**src/rtl/grid_raycast_column_renderer_defines.svh**
```systemverilog
// Assertion macros shared by the renderer RTL.
`ifndef GRID_RAYCAST_COLUMN_RENDERER_DEFINES_SVH
`define GRID_RAYCAST_COLUMN_RENDERER_DEFINES_SVH

// Same-cycle implication, sampled on clk, off while in reset.
`define GRC_ASSERT_NOW(label, ante, cons) \
    label: assert property (@(posedge clk) disable iff (!rst_n) (ante) |-> (cons)) \
        else $error("grc: same-cycle check failed");

// Next-cycle implication, sampled on clk, off while in reset.
`define GRC_ASSERT_NEXT(label, ante, cons) \
    label: assert property (@(posedge clk) disable iff (!rst_n) (ante) |=> (cons)) \
        else $error("grc: next-cycle check failed");

`endif

```
**src/rtl/grc_pkg.sv**
```systemverilog
package grc_pkg;

    localparam int SCREEN_HEIGHT = 40;
    localparam int SCREEN_WIDTH  = 128;   // power of two: ray angle uses a shift
    localparam int MAP_SIZE      = 16;

    localparam int SCREEN_W_LOG  = $clog2(SCREEN_WIDTH);
    localparam int RAY_SHIFT     = SCREEN_W_LOG + 1;
    localparam int RAY_NUM_W     = 24;

    localparam int COORD_W  = 12;
    localparam int ANGLE_W  = 12;
    localparam int COLUMN_W = 7;
    localparam int ROW_W    = 6;
    localparam int GLYPH_W  = 4;
    localparam int FOV_W    = 12;
    localparam int DEPTH_W  = 13;
    localparam int CFG_W    = 64;
    localparam int CFG_IDX_W = 3;
    localparam int MAP_BITS = MAP_SIZE * MAP_SIZE;

    localparam int QUEUE_DEPTH_DEF = 2;

    // one map cell in march units (Q8 position times 640, or Q14 per tenth)
    localparam int CELL_STEP = 163840;

    localparam logic [CFG_IDX_W-1:0] CFG_MAP0  = 3'd0;
    localparam logic [CFG_IDX_W-1:0] CFG_MAP1  = 3'd1;
    localparam logic [CFG_IDX_W-1:0] CFG_MAP2  = 3'd2;
    localparam logic [CFG_IDX_W-1:0] CFG_MAP3  = 3'd3;
    localparam logic [CFG_IDX_W-1:0] CFG_FOV   = 3'd4;
    localparam logic [CFG_IDX_W-1:0] CFG_DEPTH = 3'd5;

    localparam logic [CFG_W-1:0]   MAP0_RST  = 64'd9223794255762423807;
    localparam logic [CFG_W-1:0]   MAP1_RST  = 64'd9223794255762391041;
    localparam logic [CFG_W-1:0]   MAP2_RST  = 64'd9223794255762391041;
    localparam logic [CFG_W-1:0]   MAP3_RST  = 64'd18446603342663745537;
    localparam logic [FOV_W-1:0]   FOV_RST   = 12'd512;
    localparam logic [DEPTH_W-1:0] DEPTH_RST = 13'd4096;

    localparam logic [GLYPH_W-1:0] GLYPH_BLANK  = 4'd0;
    localparam logic [GLYPH_W-1:0] GLYPH_FULL   = 4'd1;
    localparam logic [GLYPH_W-1:0] GLYPH_DARK   = 4'd2;
    localparam logic [GLYPH_W-1:0] GLYPH_MEDIUM = 4'd3;
    localparam logic [GLYPH_W-1:0] GLYPH_LIGHT  = 4'd4;
    localparam logic [GLYPH_W-1:0] GLYPH_HASH   = 4'd5;
    localparam logic [GLYPH_W-1:0] GLYPH_X      = 4'd6;
    localparam logic [GLYPH_W-1:0] GLYPH_DOT    = 4'd7;
    localparam logic [GLYPH_W-1:0] GLYPH_DASH   = 4'd8;

    typedef struct packed {
        logic [COORD_W-1:0] pos_x;
        logic [COORD_W-1:0] pos_y;
        logic [ANGLE_W-1:0] ray;
    } grc_job_t;

    typedef struct packed {
        logic empty;
        logic full;
    } grc_qstat_t;

endpackage

```
**src/rtl/grc_queue.sv**
```systemverilog
module grc_queue import grc_pkg::*;
#(
    parameter int DEPTH = QUEUE_DEPTH_DEF
)
(
    input  logic       clk,
    input  logic       rst_n,
    input  logic       push,
    input  grc_job_t   wr_job,
    input  logic       pop,
    output grc_job_t   rd_job,
    output grc_qstat_t qstat
);

    localparam int PTR_W = (DEPTH > 1) ? $clog2(DEPTH) : 1;
    localparam int CNT_W = $clog2(DEPTH + 1);

    grc_job_t           slot_reg [DEPTH];
    logic [PTR_W-1:0]   wr_ptr_reg, wr_ptr_next;
    logic [PTR_W-1:0]   rd_ptr_reg, rd_ptr_next;
    logic [CNT_W-1:0]   count_reg, count_next;

    always_comb
    begin
        wr_ptr_next = wr_ptr_reg;
        rd_ptr_next = rd_ptr_reg;
        count_next  = count_reg;
        if (push)
        begin
            wr_ptr_next = (wr_ptr_reg == PTR_W'(DEPTH - 1)) ? '0 : wr_ptr_reg + 1'b1;
        end
        if (pop)
        begin
            rd_ptr_next = (rd_ptr_reg == PTR_W'(DEPTH - 1)) ? '0 : rd_ptr_reg + 1'b1;
        end
        if (push && !pop)
        begin
            count_next = count_reg + 1'b1;
        end
        else if (pop && !push)
        begin
            count_next = count_reg - 1'b1;
        end
    end

    always_ff @(posedge clk or negedge rst_n)
    begin
        if (!rst_n)
        begin
            wr_ptr_reg <= '0;
            rd_ptr_reg <= '0;
            count_reg  <= '0;
        end
        else
        begin
            wr_ptr_reg <= wr_ptr_next;
            rd_ptr_reg <= rd_ptr_next;
            count_reg  <= count_next;
        end
    end

    always_ff @(posedge clk)
    begin
        if (push)
        begin
            slot_reg[wr_ptr_reg] <= wr_job;
        end
    end

    assign rd_job      = slot_reg[rd_ptr_reg];
    assign qstat.empty = (count_reg == '0);
    assign qstat.full  = (count_reg == CNT_W'(DEPTH));

endmodule

```
**config.mk**
```make
export PLATFORM = sky130hd
export DESIGN_NAME = grc_queue
export DESIGN_NICKNAME = d
export VERILOG_FILES = /design/src/rtl/grid_raycast_column_renderer_defines.svh /design/src/rtl/grc_pkg.sv /design/src/rtl/grc_queue.sv
export SDC_FILE = /design/constraint.sdc
export NUM_CORES = 1
export LEC_CHECK = 0
export BUFFER_PORTS_ARGS = -buffer_cell sky130_fd_sc_hd__buf_2
export CORE_ASPECT_RATIO = 0.75
export CORE_MARGIN = 2
export CORE_UTILIZATION = 58
export CTS_BUF_LIST = sky130_fd_sc_hd__clkbuf_4
export DETAILED_ROUTE_END_ITERATION = 6
export PLACE_DENSITY = 0.93
export SETUP_SLACK_MARGIN = 0.5
export SYNTH_ARGS = -nofsm -noshare
export SYNTH_HDL_FRONTEND = slang
export SYNTH_SLANG_ARGS = --single-unit
export TNS_END_PERCENT = 20
```
**constraint.sdc**
```tcl
create_clock -name clk -period 4.15 [get_ports clk]
set_input_delay 1.0375 -clock clk [delete_from_list [all_inputs] [get_ports clk]]
set_output_delay 1.0375 -clock clk [all_outputs]
set_load 0.02 [all_outputs]
```
==> results of run 1 <==
worst min-delay path by stage:
stage | from | endpoint | slack [ns] | cells past startpoint
floorplan | wr_ptr_reg | wr_ptr_reg | 0.46 | 1
global placement | count_reg[1] | count_reg[1] | 0.48 | 1
detailed placement | count_reg[1] | count_reg[1] | 0.52 | 1
CTS | rst_n | rd_ptr_reg | 0.37 | 1
global route | rst_n | wr_ptr_reg | 0.36 | 1
finish | rst_n | count_reg[1] | 0.41 | 1
layout by cell type (no fill, tap or decap), types with 2 or more instances in the layout:
cell type	n
buf_2	77
mux2_2	7
clkinv_2	2
bufinv_16	2
xor2_1	4
clkinv_4	2
mux2_4	29
edfxtp_1	72
dfrtp_1	3
nor2_1	2
clkbuf_4	9
layer usage:
metal / vias up / share of wire [%]
met5: - / 0
met4: 0 / 0.49
met3: 3 / 8.3
met2: 54 / 49
met1: 652 / 42
li1: 668 / -
per-stage QoR:
stage          setup slack [ns]  instance area [sq um]  power (mW)  hold slack (ns)
5_1_grt                   0.849                   3490        2.53            0.360
2_1_floorplan              1.06                   2930        1.79            0.455
4_1_cts                   0.925                   3490        2.45            0.374
3_3_place_gp               1.46                   3330        1.94            0.483
3_5_place_dp               1.43                   3330        1.97            0.519
6_report                  0.984                   3490        2.42            0.407
logic make-up after synthesis:
family	share of synthesized area [%]
xor+xnor	1.49
fa+ha+maj	0.426
buf+inv	2.56
flops	77.1
mux	17.5
simple gates	0.896
area by class of cell:
class                      count  area share [%]
sequential                    76            64.8
multi-input combinational     47            17.3
timing repair buffer          77            11.0
clock inverter                 7            2.62
tap                           60            2.15
clock buffer                   9            1.93
inverter                       1           0.107
power by group:
part / switching [mW] / internal [mW]
Clock: 0.239 / 0.242
Sequential: 0.142 / 1.02
Combinational: 0.391 / 0.381
Total: 0.772 / 1.65
==> reports/qor.csv, run 1 <==
metric;value;unit
ant_nets;0;
hold_violations;0;
diodes;0;
placed_cells;261;
critPathLaunchType;register;
worst_slew_pin_slew;1.08;ns
cp_slowest_cell;dfrtp_2;
fin_nets;253;
top_usage_layer;met2;
met1_usage;20.2;%
antenna_found_initial;0;
synthesis.area;2930;sq um
synth_nets;169;
max_freq;316;MHz
finalNonFillerCells;277;
port_buffers;77;
root_buffer;clkbuf_4;
cts.hold.buffers_added;0;
die_w;86.1;um
die_area;5650;sq um
ys.flop_type;edfxtp_1;
grt_usage;17.2;%
timing.hold.worst.class;primary input to asynchronous set/reset pin;
cts_buffer_depth;2;
slowest_delay;1.10;ns
gp_congestion;0.668;
wirelength;4500;um
yosys-top-cells-count;edfxtp_1, mux2_4, mux2_2, dfrtp_1, xor2_1;
endpoint;rd_job[35];
fill_cells;322;
io_pins;78;
status;complete, no violations;
yosys_warnings;0;
synth-edff-count;72;
ctsHtreeMaxLevel;3;
yosysTopAreaCell;edfxtp_1;
fin_crit_sh;76.3;%
overflow;0;
finClkSkew;0.0117;ns
worstSetupPathType;register to primary output;
synthArstFlopShare;5.26;%
crit_arrival;2.13;ns
finish.utilization;71.7;%
startpoint;rd_ptr_reg;
finalSetupTns;0;ns
p_leak;1.43;nW
cts_sinks;76;
critPathBufInv;1;
grt_pass1_vias;1371;
crit_path_end_kind;primary output;
initial_utilization;60.2;%
synth-seq-cells;76;
grt_util_met2;27.5;%
via_per_inst;4.97;
seq_area_frac_synth;77.1;%
path_delay_family;flip-flops;
p_per_area;692;nW/um^2
syn_area_per_cell;22.9;sq um
path_clk_slew;0.12;ns
largest_register_ff_count;72;
ctsResizeCount;0;
syn-instance-count;128;
tritoncts;yes;
cp_max_fo;37;
die_y;65.6;um
grt_start_max_net_pins;38;
place.detailed.hpwl;2990;um
r2r_end;slot_reg[0][31];
grt_pass1_wl;6760;um
coreArea;4870;sq um
cts_made_buffers;9;
drive_above_1_share;60.4;%
multi_input_area;606;sq um
ff_latch_area;2260;sq um
rsz0062_at_grt;false;
wl_per_cell;16.3;um
max_slew_margin;28.1;%
r2r_setup_slack;2.48;ns
max_cap_violations;0;
drv_slew;0;
setup_violations;0;
worst-path-stages;2;
postCtsSetupBuffers;0;
synth.top_cell.area_share;73.7;%
worstPathCellList;mux2_2 > buf_2;
first_pass_iters;4;
layout_min_cycle_time;3.17;ns
clk_latency;0.41;ns
r2r_start;wr_ptr_reg;
initialDrtViolationCount;42;
synth_area_leaders;edfxtp_1, mux2_4, dfrtp_1;
grt_use_met3;9.80;%
via_count;1377;
syn2layout_area_growth;19.0;%
yosysUniqueCellTypes;13;
worst_r2r_path_depth;1;
cp.required;3.11;ns
yosysMostFrequentCell;edfxtp_1;
vdd_ir_drop_max;0.000392;V
drc;0;
rows;22;
Note: power is estimated with default switching activity, not from simulation.
==> run 2, diff against run 1 <==
CORE_UTILIZATION = 49   (was 58)
PLACE_DENSITY = 0.84   (was 0.93)
clock period = 2.7 ns   (was 4.15 ns; I/O delays follow)
==> run 2 against run 1 <==
Combinational power rose by 80%. Register-to-register slack worse by 1.2 ns. Via count is 2.8% higher. Worst setup slack worse by 0.49 ns. Clock power up 67%. Flip-flop and latch count did not move. Highest routed layer unchanged. Hold slack lost 0.34 ns.
==> reports/qor.csv, run 2 (same netlist as run 1, synthesis figures left out) <==
metric;value;unit;change
grt_pass1_vias;1470;;+7.2%
max_freq;453;MHz;
diodes;0;;unchanged
grt_pass1_wl;7030;um;+4.1%
tritoncts;yes;;
max_cap_violations;0;;unchanged
grt_usage;14.7;%;-2.5 points
grt_start_max_net_pins;26;;-32%
ctsHtreeMaxLevel;3;;unchanged
cts_sinks;76;;unchanged
fin_nets;257;;+1.6%
port_buffers;77;;unchanged
ff_latch_area;2260;sq um;unchanged
crit_path_end_kind;primary output;;
largest_register_ff_count;72;;unchanged
io_pins;78;;unchanged
cp_max_fo;25;;-32%
cp.required;2.03;ns;-1.08 ns
p_per_area;1070;nW/um^2;+55%
wirelength;4590;um;+1.8%
drv_slew;0;;unchanged
crit_arrival;1.53;ns;-0.60 ns
final_cell_mix;buf_2, edfxtp_1, mux2_4, clkbuf_4, mux2_2;;
wl_per_cell;15.4;um;-5.3%
setup_violations;0;;unchanged
antenna_found_initial;0;;unchanged
vdd_ir_drop_max;0.000703;V;+80%
worst_r2r_path_depth;2;;+1
gp_congestion;0.695;;+4.1%
p_total;3.85;mW;+59%
fin_crit_sh;81.7;%;
worst_slew_pin_slew;0.470;ns;-0.609 ns
clk_latency;0.39;ns;-0.02 ns
cts.hold.buffers_added;0;;unchanged
status;complete, no violations;;
place.detailed.hpwl;3180;um;+6.3%
rows;24;;+9.1%
layout_min_cycle_time;2.21;ns;
root_buffer;clkbuf_4;;
final_common_cell;buf_2;;
timing.hold.worst.class;primary input to asynchronous set/reset pin;;
via_per_inst;4.75;;-4.4%
ctsResizeCount;3;;+3
path_clk_slew;0.11;ns;about the same
finClkSkew;0.00794;ns;-0.00379 ns
finalSetupTns;0;ns;unchanged
multi_input_area;606;sq um;unchanged
syn2layout_area_growth;22.5;%;
coreArea;5800;sq um;+19%
max_slew_margin;68.6;%;+41 points
initial_utilization;50.6;%;-9.6 points
overflow;0;;unchanged
hold_violations;0;;unchanged
initialDrtViolationCount;71;;+69%
fill_cells;434;;+35%
ant_nets;0;;unchanged
rsz0062_at_grt;true;;
postCtsSetupBuffers;0;;unchanged
die_area;6630;sq um;+17%
die_y;71.0;um;+8.3%
die_w;93.4;um;+8.4%
drc;0;;unchanged
whs;0.0618;ns;-0.345 ns
worstSetupPathType;register to primary output;;
via_count;1416;;+2.8%
cts_buffer_depth;2;;unchanged
drive_above_1_share;60.9;%;+0.54 points
p_leak;1.47;nW;+2.6%
critPathLaunchType;register;;
first_pass_iters;3;;-1
cts_made_buffers;9;;unchanged
[run 2: path summary, 6_finish.rpt]
| path | from | endpoint | slack (ns) |
|---|---|---|---|
| max in group asynchronous | rst_n | rd_ptr_reg | 2.50 |
| max reg2reg | wr_ptr_reg | slot_reg[1][15] | 1.30 |
| min | rst_n | count_reg[1] | 0.06 |
| min reg2reg | count_reg[1] | count_reg[1] | 0.50 |
| max | rd_ptr_reg | rd_job[25] | 0.49 |
| min in group clk | wr_job[25] | slot_reg[1][25] | 0.46 |
[run 2: final cells by class]
cell class                 count  share of cell area [%]
sequential                    76                    63.0
multi-input combinational     47                    16.8
timing repair buffer          81                    12.6
clock inverter                 6                    2.89
tap                           78                    2.71
clock buffer                   9                    1.88
inverter                       1                   0.104
[run 2: layer usage]
| layer | GRT usage [%] | up-vias | wire length [um] |
|---|---|---|---|
| li1 | - | 673 | - |
| met1 | 18.4 | 684 | 2000 |
| met2 | 23.1 | 56 | 2180 |
| met3 | 7.45 | 3 | 375 |
| met4 | 3.43 | 0 | 27 |
| met5 | 0 | - | 0 |
[run 2: per-stage QoR]
step	util, %	worst slack, ns	cell area (sq um)	instances
after global routing	62.0	0.396	3590	298
final	62.0	0.493	3590	298
after CTS	62.0	0.452	3590	298
after floorplan	-	0.642	2940	128
after global placement	58.9	0.750	3410	283
after detailed placement	58.9	0.738	3410	283
[run 2: worst max-delay path: stages, from the launching register on]
cell     delay [ns]
dfrtp_2        0.40
buf_12         0.22
mux2_2         0.36
buf_2          0.16
[run 2: power by group]
part	switching (mW)	total (mW)	internal (mW)
sequential	0.0820	1.65	1.57
clock	0.348	0.806	0.458
combinational	0.754	1.39	0.638
total	1.18	3.85	2.66
==> run 3, diff against run 2 <==
CORE_UTILIZATION = 54   (was 49)
PLACE_DENSITY = 0.88   (was 0.84)
clock period = 2.07 ns   (was 2.7 ns; I/O delays follow)
==> run 3 against run 2 <==
Via count rose by 4.4%. The flow now finishes with violations (negative setup slack). Sequential share of layout area decreased by 5.3 points. Hold slack gained 0.23 ns. Clock skew about the same. Flip-flop and latch count stayed put. Wire length grew 13%. Total power is 48% higher. Sequential power rose by 31%.
==> reports/qor.csv, run 3 (same netlist as run 1, synthesis figures left out) <==
metric;value;unit;change
status;finished with violations;;
violations;negative setup slack;;
die_area;6050;sq um;-8.8%
coreArea;5300;sq um;-8.6%
grt_pass1_vias;1516;;+3.1%
antenna_found_initial;0;;unchanged
io_pins;78;;unchanged
syn2layout_area_growth;33.7;%;
tritoncts;yes;;
worstHoldStart;wr_job[25];;
cts_made_buffers;9;;unchanged
max_freq;476;MHz;
max_cap_violations;0;;unchanged
finClkSkew;0.00753;ns;-0.000411 ns
seq_power_share;37.9;%;-5.0 points
wirelength;5170;um;+13%
path_clk_slew;0.11;ns;about the same
comb_power_share;43.1;%;+6.9 points
r2r_end;slot_reg[1][1];;
clkPwrFrac;18.9;%;-2.0 points
drc;0;;unchanged
place_ws;0.292;ns;-0.446 ns
hold_depth;1;;
cts_sinks;76;;unchanged
vdd_ir_drop_max;0.00105;V;+49%
fin_crit_sh;101;%;
p_per_area;1450;nW/um^2;+36%
grt_usage;18.6;%;+3.9 points
overflow;0;;unchanged
critPathLaunchType;register;;
die_w;89.1;um;-4.5%
final_cell_mix;edfxtp_1, buf_2, buf_6, mux2_4, clkbuf_4;;
grt_start_max_net_pins;35;;+35%
intPower;4.00;mW;+50%
crit_path_end_kind;primary output;;
final_common_cell;edfxtp_1;;
wl_per_cell;17.0;um;+11%
layout_min_cycle_time;2.10;ns;
diodes;0;;unchanged
die_y;67.8;um;-4.5%
rows;23;;-4.2%
root_buffer;clkbuf_4;;
via_count;1479;;+4.4%
fin_ws;-0.0299;ns;-0.523 ns
rsz0062_at_grt;true;;
p_leak;1.60;nW;+8.8%
clk_latency;0.40;ns;about the same
crit_arrival;1.58;ns;+0.05 ns
worstSetupPathType;register to primary output;;
r2r_start;wr_ptr_reg;;
hold_violations;0;;unchanged
cts_buffer_depth;2;;unchanged
initialDrtViolationCount;78;;+9.9%
fin_nets;265;;+3.1%
setup_violations;31;;+31
worst_slew_pin_slew;0.273;ns;-0.197 ns
timing.hold.worst.class;primary input to register;;
hold_end;slot_reg[1][25];;
first_pass_iters;4;;+1
switching_share;29.7;%;-1.0 points
cp.required;1.55;ns;-0.48 ns
gp_congestion;0.684;;-1.7%
max_slew_margin;81.8;%;+13 points
largest_register_ff_count;72;;unchanged
ctsHtreeMaxLevel;3;;unchanged
power_switching;1.69;mW;+43%
initial_utilization;55.4;%;+4.8 points
port_buffers;77;;unchanged
r2r_setup_slack;0.76;ns;-0.54 ns
via_per_inst;4.87;;+2.4%
cp_max_fo;9;;-64%
drv_slew;0;;unchanged
drive_above_1_share;62.0;%;+1.1 points
finish.utilization;74.1;%;+12 points
grt_pass1_wl;7730;um;+9.9%
startpoint;rd_ptr_reg;;
worst_r2r_path_depth;2;;unchanged
ant_nets;0;;unchanged
place.detailed.hpwl;3250;um;+2.1%
==> run 3: how the worst max path moves through the flow <==
stage / end / depth (start not counted) / slack (ns)
6_report: rd_job[8] / 4 / -0.03
5_1_grt: rd_job[21] / 4 / -0.08
3_3_place_gp: rd_job[18] / 3 / 0.31
4_1_cts: rd_job[7] / 4 / -0.05
2_1_floorplan: slot_reg[1][0] / 1 / 0.27
3_5_place_dp: rd_job[17] / 3 / 0.29
==> run 3: stage by stage <==
step | total power, mW | instance area [sq um] | hold slack [ns] | instances | setup TNS, ns
finish | 5.70 | 3920 | 0.290 | 304 | -0.625
global route | 5.95 | 3920 | 0.253 | 304 | -2.52
CTS | 5.70 | 3900 | 0.258 | 304 | -1.21
detailed placement | 4.05 | 3430 | 0.326 | 282 | 0
global placement | 4.01 | 3430 | 0.325 | 282 | 0
floorplan | 3.59 | 2940 | 0.222 | 128 | 0
==> run 3: routing by layer <==
layer | GRT usage [%] | vias to the layer above | part of all wire [%]
met1 | 21.6 | 713 | 40
met4 | 6.72 | 0 | 1.4
met5 | 0 | - | 0
li1 | - | 691 | -
met3 | 8.56 | 10 | 9.1
met2 | 30.7 | 65 | 50
==> run 3: area by class of cell <==
cell class,instances,area [sq um]
sequential,76,2260
fill,331,1370
timing repair buffer,89,777
multi-input combinational,47,608
clock inverter,6,103
tap,75,93.8
clock buffer,10,75.1
inverter,1,3.75
==> run 3: worst max-delay path: stages (launching register included) <==
cell and delay [ns]:
dfrtp_2 0.44, buf_12 0.16, buf_12 0.15, mux2_4 0.30, buf_6 0.13
==> run 3: power groups by stage <==
| stage | sequential (mW) | clock (mW) | combinational (mW) |
|---|---|---|---|
| 2_1_floorplan | 2.16 | 0 | 1.43 |
| 3_3_place_gp | 2.22 | 0 | 1.79 |
| 3_5_place_dp | 2.23 | 0 | 1.82 |
| 4_1_cts | 2.16 | 1.12 | 2.43 |
| 5_1_grt | 2.19 | 1.17 | 2.59 |
| 6_report | 2.16 | 1.08 | 2.46 |
==> run 3: what timing repair did <==
action | in CTS | in global routing
pin swaps | 1 | 1
hold endpoints to repair | 4 | 0
buffers inserted | 4 | 0
hold buffers | 1 | 0
gates cloned | 1 | 0
gates resized for setup | 67 | 7
endpoints found under the setup margin | 38 | 38
